$ cat src/rtl/dkt_pkg.sv
// dkt_pkg: shared types and constants for the distinct k-mer table
// used by dkt_window, dkt_store and distinct_kmer_table; no dependencies
`timescale 1ns / 1ps

package dkt_pkg;

  // table geometry
  localparam int TABLE_DEPTH = 1024;
  localparam int IDX_W       = $clog2(TABLE_DEPTH);
  localparam int CNT_W       = $clog2(TABLE_DEPTH + 1);

  // k-mer geometry
  localparam int MAX_K  = 7;
  localparam int K_W    = 3;
  localparam int KMER_W = 14;

  // controller states
  typedef enum logic [0:0] {
    ST_IDLE,
    ST_SCAN
  } state_t;

  // input word
  typedef struct packed {
    logic [1:0] base_code;
    logic       last_of_string;
  } in_word_t;

  // result word
  typedef struct packed {
    logic              window_full;
    logic [KMER_W-1:0] kmer_value;
    logic              was_new;
    logic              dropped_full;
    logic [IDX_W-1:0]  slot_index;
    logic [CNT_W-1:0]  entries_stored;
  } out_word_t;

  // window status handed to the controller
  typedef struct packed {
    logic              full;
    logic [KMER_W-1:0] kval;
  } win_info_t;

endpackage

$ cat src/rtl/dkt_window.sv
// dkt_window: k-mer length register and the sliding base window
// depends on dkt_pkg
`timescale 1ns / 1ps

module dkt_window (
  input  logic                        clk,
  input  logic                        rst_n,
  input  logic                        cfg_we,
  input  logic [dkt_pkg::K_W-1:0]     cfg_wdata,
  input  logic                        accept,
  input  dkt_pkg::in_word_t           in_word,
  output dkt_pkg::win_info_t          win_info
);

  logic [dkt_pkg::K_W-1:0]    kmer_len_r;
  logic [dkt_pkg::KMER_W-1:0] window_r;
  logic [dkt_pkg::K_W-1:0]    seen_r;

  logic [dkt_pkg::K_W-1:0]    k_eff;
  logic [dkt_pkg::KMER_W:0]   mask_wide;
  logic [dkt_pkg::KMER_W-1:0] window_nxt;
  logic [dkt_pkg::K_W-1:0]    seen_nxt;

  // clamp k into 1..MAX_K
  always_comb begin
    if (kmer_len_r == '0) begin
      k_eff = dkt_pkg::K_W'(1);
    end else if (kmer_len_r > dkt_pkg::K_W'(dkt_pkg::MAX_K)) begin
      k_eff = dkt_pkg::K_W'(dkt_pkg::MAX_K);
    end else begin
      k_eff = kmer_len_r;
    end
  end

  // shift in the new base, keep 2k bits, saturate the base count at k
  always_comb begin
    mask_wide  = ((dkt_pkg::KMER_W+1)'(1) << {k_eff, 1'b0}) - (dkt_pkg::KMER_W+1)'(1);
    window_nxt = {window_r[dkt_pkg::KMER_W-3:0], in_word.base_code}
                 & mask_wide[dkt_pkg::KMER_W-1:0];
    seen_nxt   = (seen_r < k_eff) ? seen_r + dkt_pkg::K_W'(1) : seen_r;
  end

  assign win_info.full = (seen_nxt >= k_eff);
  assign win_info.kval = window_nxt;

  // length register
  always_ff @(posedge clk) begin
    if (!rst_n) begin
      kmer_len_r <= dkt_pkg::K_W'(3);
    end else if (cfg_we) begin
      kmer_len_r <= cfg_wdata;
    end
  end

  // window and base count, cleared after the last base of a string
  always_ff @(posedge clk) begin
    if (!rst_n) begin
      window_r <= '0;
      seen_r   <= '0;
    end else if (accept) begin
      if (in_word.last_of_string) begin
        window_r <= '0;
        seen_r   <= '0;
      end else begin
        window_r <= window_nxt;
        seen_r   <= seen_nxt;
      end
    end
  end

endmodule

$ cat config.mk
export PLATFORM = sky130hd
export DESIGN_NAME = dkt_window
export DESIGN_NICKNAME = d
export VERILOG_FILES = /design/src/rtl/dkt_pkg.sv /design/src/rtl/dkt_window.sv
export SDC_FILE = /design/constraint.sdc
export NUM_CORES = 1
export LEC_CHECK = 0
export BUFFER_PORTS_ARGS = -buffer_cell sky130_fd_sc_hd__buf_4
export CORE_MARGIN = 10
export CORE_UTILIZATION = 41
export DETAILED_ROUTE_END_ITERATION = 7
export GPL_TIMING_DRIVEN = 0
export HOLD_SLACK_MARGIN = 0.05
export SETUP_SLACK_MARGIN = 0.05
export SLEW_MARGIN = 15
export SYNTH_ARGS = -nofsm -noshare
export SYNTH_HDL_FRONTEND = slang
export SYNTH_SLANG_ARGS = --single-unit
$ cat constraint.sdc
create_clock -name clk -period 3.7 [get_ports clk]
set_clock_uncertainty 0.15 [all_clocks]
set_input_delay 0.185 -clock clk [delete_from_list [all_inputs] [get_ports clk]]
set_output_delay 0.185 -clock clk [all_outputs]
set_load 0.02 [all_outputs]
# == Yosys cells after proc, flatten, opt, wreduce, memory -nomap -nowiden ==
# Cells that the tools add are included.
# classes
addsub,2
n_lt_le_gt_ge,3
n_shift,1
mux,5
bitwise,1
reduce_logical,1
# op_table
cell,count
AND 14 bit,1
"left shift 1 x 4 -> 14 bit, first input constant",1
"subtractor 14 x 2 -> 14 bit, second input constant",1
two-way mux 12 bit,1
two-way mux 3 bit,4
"adder 3 x 1 -> 3 bit, second input constant",1
greater-or-equal comparator 3 bit,1
"> comparator 3 bit, second input constant",1
zero test 3 bit,1
< comparator 3 bit,1
# totals
register_bits,18
inputBits,10
elab_cells,16

# == Depth between registers and ports, before layout ==
# Gate-level depths: netlist of run 1.
# depth
depth_word,7
depth_mapped,10
ltp_nobuf,9

# == Worst setup path before layout of run 1 ==
# OpenSTA, ideal clock, no wires.
# synth_path
path_kind,register to output
from,register kmer_len_r[2] (netlist name)
to,output port win_info[14] (netlist name)
arrival_time_ps,2261
t_required_ps,3365
slack_ps,1104
stages_incl_launch_ff,10
n_path_buf,1
path_cell_list,dfxtp_1 > clkbuf_2 > inv_2 > ha_1 > o21ai_1 > a22oi_4 > mux2_2 > ha_1 > a21o_1 > a21o_1
# synth_rtl
item,line,rtl
start: declaration,dkt_window.sv:15,logic [dkt_pkg::K_W-1:0] kmer_len_r;
start signal: assignment,dkt_window.sv:49,kmer_len_r <= dkt_pkg::K_W'(3);
start signal: assignment,dkt_window.sv:51,kmer_len_r <= cfg_wdata;
end: declaration,dkt_window.sv:12,output dkt_pkg::win_info_t win_info

==> results of run 1 <==
cell families after synthesis:
logic type,synth area share
AND/OR/NAND/NOR,0.309
AO/OA/AOI/OAI,0.190
flip-flops,0.333
buffers and inverters,0.0543
adder cells (fa/ha/maj),0.0694
multiplexers,0.0289
XOR/XNOR,0.0162
metrics by stage:
stage                     instance area, sq um  power [mW]  cells  utilization
after CTS                                 1450       0.421    190        0.579
after floorplan                           1080       0.252    121            -
after global routing                      1450       0.437    190        0.579
after global placement                    1300       0.277    175        0.520
after detailed placement                  1300       0.279    175        0.520
final                                     1450       0.415    190        0.579
cells in the final DEF (no fill, tap or decap), types with 5 or more instances in the layout:
master         Yosys  routed
buf_4              0      24
dfxtp_1           18      18
nor2b_1           16      16
dlygate4sd3_1      0      11
nand2b_1           8       8
a21oi_1            6       6
ha_1               6       6
inv_1              5       5
nand2_1            5       5
state kept, by name, indices dropped and copies added, names as in the netlist:
| signal | flops |
|---|---|
| seen_r | 3 |
| kmer_len_r | 3 |
| window_r | 12 |
area by class of cell:
type	instances	area share
Timing Repair Buffer	35	0.201
Sequential cell	18	0.249
Clock buffer	4	0.0251
Tap cell	30	0.0260
Buffer	7	0.0251
Multi-Input combinational cell	90	0.458
Inverter	6	0.0156
worst register-to-register path, stage by stage (launching register included):
cell and delay (ns):
dfxtp_1 0.45, clkbuf_2 0.27, inv_2 0.10, ha_1 0.28, o21ai_1 0.09, a22oi_4 0.31
nor4b_1 0.10, a311o_1 0.27
routing by layer:
metal,share of wire,wire length (um)
met3,0.054,143
met4,0.014,37
met2,0.44,1170
met5,0,0
met1,0.49,1290
worst min path at each step:
| stage | start | endpoint | cells past startpoint |
|---|---|---|---|
| 2_1_floorplan | cfg_we | kmer_len_r[1]$_SDFFE_PN1P_ | 2 |
| 3_5_place_dp | cfg_wdata[0] | kmer_len_r[0]$_SDFFE_PN1P_ | 3 |
| 6_report | accept | seen_r[1]$_SDFFE_PN0P_ | 4 |
| 5_1_grt | accept | seen_r[1]$_SDFFE_PN0P_ | 4 |
| 3_3_place_gp | cfg_wdata[0] | kmer_len_r[0]$_SDFFE_PN1P_ | 3 |
| 4_1_cts | accept | seen_r[1]$_SDFFE_PN0P_ | 4 |
timing repair:
action / in CTS / in global routing
setup endpoints to repair: 0 / 0
hold buffers: 11 / 0
hold endpoints to repair: 11 / 0
power groups by stage:
stage	Clock [mW]	Sequential [mW]	Combinational, mW
2_1_floorplan	0	0.206	0.0465
3_5_place_dp	0	0.207	0.0721
4_1_cts	0.136	0.203	0.0820
3_3_place_gp	0	0.207	0.0699
6_report	0.131	0.203	0.0817
5_1_grt	0.143	0.204	0.0901
==> results.yml, run 1 <==
outcome:
  outcome: "finished, final reports clean"
pwr:
  p_comb_frac: 0.197
  power.net_switching_mw: 0.114
  sw_frac_of_total: 0.275
  sequentialPowerShare: 0.489
  internal_power_mw: 0.301
  vdd_ir_drop_max_uv: 170
  power.density_mw_per_mm2: 287
  p_clk_frac: 0.315
  p_leak_nw: 0.620
place:
  gp_congestion: 0.713
  pre_cts_ws_ns: 0.776
  dp.final_hpwl_um: 1930
  numPortBuffers: 24
critical_path:
  cp.depth: 10
  crit_family: "compound AO/OA/AOI/OAI gates"
  start_kind: "register"
  worst_ep_arrival_time_ns: 2.92
  critPathBufInv: 3
  endpoint_kind: "output pin"
  crit_end: "win_info[14]"
  ff2ff_path_depth: 7
  cp_max_fo: 10
  reg2reg_from: "kmer_len_r[2]$_SDFFE_PN0P_"
  worstSetupPathType: "reg -> out"
  cp_data_required_time_ns: 3.37
  path_cells: "clkbuf_2, inv_2, ha_1, o21ai_1, a22oi_4, mux2_2, ha_1, a21o_1, a21o_1, buf_4"
  r2r_end: "seen_r[2]$_SDFFE_PN0P_"
  critPathSlowestCell: "dfxtp_1"
  r2r_slack_ns: 1.58
  crit_start: "kmer_len_r[2]$_SDFFE_PN0P_"
  max_stage_delay_ns: 0.45
logic_synthesis:
  ys_ff_latch: 18
  synthCells: 121
  synth_top_area_frac: 0.333
  synth.area.top_cells: "dfxtp_1 33%, nor2b_1 9.2%, ha_1 6.9%"
  synth-edff-count: 0
  avgSynthCellArea_sq_um: 8.94
  ys_warn_count: 0
  async_flop_share: 0
  synth_nets: 137
  synth_commonest_cells: "18 x dfxtp_1, 16 x nor2b_1, 8 x nand2b_1, 6 x a21oi_1, 6 x ha_1"
  synth_flop_cell: "dfxtp_1"
  yosysTopAreaCell: "dfxtp_1"
  yosysSeqAreaShare: 0.333
  yosysMostFrequentCell: "dfxtp_1"
  synth_area_sq_mm: 0.00108
  synth_cell_types: 39
clock_network:
  clockRootBuffer: "clkbuf_4"
  clock_path_buffers: 2
  clock-sinks: 18
  cts_buffers: 3
  cts_setup_buffers: 0
  cts.htree.levels: 1
  cts_tree: "done"
  cts_resized: 0
  clkLatencyLatePin_ns: 0.31
  clk_pin_slew_ns: 0.11
floorplan:
  core_sq_mm: 0.00250
  io_pins: 25
  die-area_sq_mm: 0.00510
  die_w_um: 71.4
  rows: 18
  start_util: 0.433
  dieHeight_um: 71.4
final_layout:
  fin_nets: 177
  seqCellArea_sq_um: 360
  nFillCells: 238
  areaGrowthSynthToFinish_pct: 33.6
  drive_above_1_share: 0.238
  diodes: 0
  multi_input_area_sq_um: 663
sta:
  post-route-period-util: 0.881
  setup_slack_ns: 0.442
  fin_hold_ws_ns: 0.0979
  final-hold-violation-count: 0
  worst_pin_slew_ns: 0.476
  finalSetupViolations: 0
  final_max_slew_viol_count: 0
  setup_tns_ns: 0
  slew_headroom: 0.683
  max_freq_mhz: 307
  period_minus_slack_ns: 3.26
  rsz0062_at_grt: "false"
grt:
  use_met3: 0.0289
  grt_pass1_vias: 937
  grt_util_met2: 0.157
  overflow: 0
  grt_max_degree: 11
  grt_use_total: 0.106
  gr-usage-met1: 0.138
  grt_pass1_wl_um: 4500
  antenna_found_initial: 0
  grt.busiest_layer: "met2"
drt:
  wl_um: 2640
  drtAntennaViolNets: 0
  drt_iter0_drc: 56
  wl_per_cell_um: 13.9
  route.detailed.drc: 0
  vias_per_cell: 4.97
  via_count: 944
  first_pass_iters: 4
job:
  maxCapViolCount: 0
min_path:
  hp-class: "in -> reg"
No activity file was read; power rests on OpenSTA's default activity.
==> run 2, diff against run 1 <==
Settings changed: CORE_UTILIZATION 41 to 55, PLACE_DENSITY from default to 0.81.
==> run 2 against run 1 <==
  * Clock-buffer cell count is 1 lower
  * Total power is 6.6% lower
  * Routed wire length is 5.5% higher
  * First-iteration DRC count is 41% lower
  * Sequential power hardly changed
  * Non-clock buffer count is 1 lower
  * Die area is 19% lower
  * Maximum frequency is 1.1% lower
  * Critical path depth stayed put
  * Clock power is 23% lower
  * Combinational power is 2.8% higher
  * Cell area is 2.1% lower
==> results.yml, run 2 (same netlist as run 1, synthesis figures left out) <==
drt:
  drtAntennaViolNets: 0
  first_pass_iters: 4
  wl_per_cell_um: 15.2
  via_count: 973
  drt_iter0_drc: 33
  route.detailed.drc: 0
  vias_per_cell: 5.32
  wl_um: 2790
pwr:
  p_leak_nw: 0.609
  vdd_ir_drop_max_uv: 209
  sw_frac_of_total: 0.282
  p_comb_frac: 0.216
  p_clk_frac: 0.260
  sequentialPowerShare: 0.523
  power.density_mw_per_mm2: 274
  internal_power_mw: 0.279
  power.net_switching_mw: 0.109
sta:
  final-hold-violation-count: 0
  post-route-period-util: 0.891
  slew_headroom: 0.698
  worst_pin_slew_ns: 0.452
  setup_tns_ns: 0
  final_max_slew_viol_count: 0
  rsz0062_at_grt: "false"
  finalSetupViolations: 0
  period_minus_slack_ns: 3.30
  max_freq_mhz: 303
  fin_hold_ws_ns: 0.0626
final_layout:
  fin_util: 0.786
  drive_above_1_share: 0.234
  regMostFlops: "window_r"
  finalNonFillerCells: 183
  fin_nets: 176
  largestRegisters: "window_r x12, kmer_len_r x3, seen_r x3"
  areaGrowthSynthToFinish_pct: 30.9
  largest_reg_flops: 12
  nFillCells: 139
  diodes: 0
  final_cell_mix: "24 x buf_4, 18 x dfxtp_1, 16 x nor2b_1"
  layout_commonest_cell: "buf_4"
floorplan:
  dieHeight_um: 64.4
  die-area_sq_mm: 0.00414
  core_sq_mm: 0.00180
  die_w_um: 64.4
  rows: 15
  start_util: 0.601
  io_pins: 25
grt:
  grt_max_degree: 11
  overflow: 0
  antenna_found_initial: 0
  grt_pass1_vias: 1047
  grt_use_total: 0.138
  grt_pass1_wl_um: 4710
critical_path:
  start_kind: "register"
  crit_end: "win_info[14]"
  worst_ep_arrival_time_ns: 2.96
  reg2reg_from: "kmer_len_r[2]$_SDFFE_PN0P_"
  crit_start: "kmer_len_r[2]$_SDFFE_PN0P_"
  worstSetupPathType: "reg -> out"
  cp_max_fo: 10
  cp_data_required_time_ns: 3.37
  endpoint_kind: "output pin"
  ff2ff_path_depth: 7
  r2r_slack_ns: 1.53
  r2r_end: "seen_r[0]$_SDFFE_PN0P_"
clock_network:
  clock_path_buffers: 2
  cts.htree.levels: 1
  cts_resized: 0
  cts_tree: "done"
  cts_setup_buffers: 0
  clockRootBuffer: "clkbuf_4"
  clkLatencyLatePin_ns: 0.30
  clock-sinks: 18
  cts_buffers: 3
  clk_pin_slew_ns: 0.11
place:
  dp.final_hpwl_um: 1980
  dpl.cell_count: 170
  numPortBuffers: 24
  gp_congestion: 0.783
min_path:
  hp-class: "in -> reg"
outcome:
  outcome: "finished, final reports clean"
job:
  maxCapViolCount: 0
## run 2: cell count changes in the layout (fill, tap and decap cells not counted)
cell,before,now
clkbuf_8,1,0
dlygate4sd3_1,11,10
## run 2: cell type report
| type | instances | area [sq um] | share of cell area |
|---|---|---|---|
| Sequential cell | 18 | 360 | 0.254 |
| Multi-Input combinational cell | 90 | 663 | 0.468 |
| Clock buffer | 3 | 22.5 | 0.0159 |
| Buffer | 7 | 36.3 | 0.0256 |
| Timing Repair Buffer | 34 | 280 | 0.198 |
| Inverter | 6 | 22.5 | 0.0159 |
| Tap cell | 25 | 31.3 | 0.0221 |
## run 2: worst max-delay path: stages (launching register included)
cell and delay [ns]:
dfxtp_1 0.46, clkbuf_2 0.28, inv_2 0.10, ha_1 0.28, o21ai_1 0.09, a22oi_4 0.32, mux2_2 0.38, ha_1 0.28
a21o_1 0.17, a21o_1 0.17, buf_4 0.15
## run 2: layer usage
layer,share of wire,global-route usage
met4,0.039,0.0775
met3,0.049,0.0366
met2,0.49,0.241
met5,0,0
met1,0.42,0.146
## run 2: repair_timing
| action | 4_1_cts | 5_1_grt |
|---|---|---|
| hold endpoints to repair | 11 | 0 |
| hold buffers | 10 | 0 |
| endpoints found under the setup margin | 0 | 0 |
## run 2: worst min path at each step
stage / start / end / slack (ns) / cells past startpoint
after CTS: in_word[0] / window_r[11]$_SDFFE_PN0P_ / 0.06 / 4
after global placement: cfg_wdata[0] / kmer_len_r[0]$_SDFFE_PN1P_ / 0.25 / 3
after detailed placement: cfg_wdata[0] / kmer_len_r[0]$_SDFFE_PN1P_ / 0.26 / 3
after floorplan: cfg_we / kmer_len_r[1]$_SDFFE_PN1P_ / 0.16 / 2
final: in_word[0] / window_r[11]$_SDFFE_PN0P_ / 0.06 / 4
after global routing: in_word[0] / window_r[10]$_SDFFE_PN0P_ / 0.09 / 4
## run 2: metrics by stage
stage,setup WS [ns],power (mW),area [sq um]
2_1_floorplan,1.10,0.252,1080
3_3_place_gp,0.851,0.276,1290
3_5_place_dp,0.793,0.280,1290
4_1_cts,0.458,0.385,1420
5_1_grt,0.274,0.406,1420
6_report,0.404,0.388,1420
## run 2: power by group through the flow
stage	Clock, mW	Combinational (mW)	Sequential [mW]
floorplan	0	0.0465	0.206
global placement	0	0.0692	0.207
detailed placement	0	0.0725	0.207
CTS	0.100	0.0820	0.203
global route	0.111	0.0919	0.204
finish	0.101	0.0840	0.203
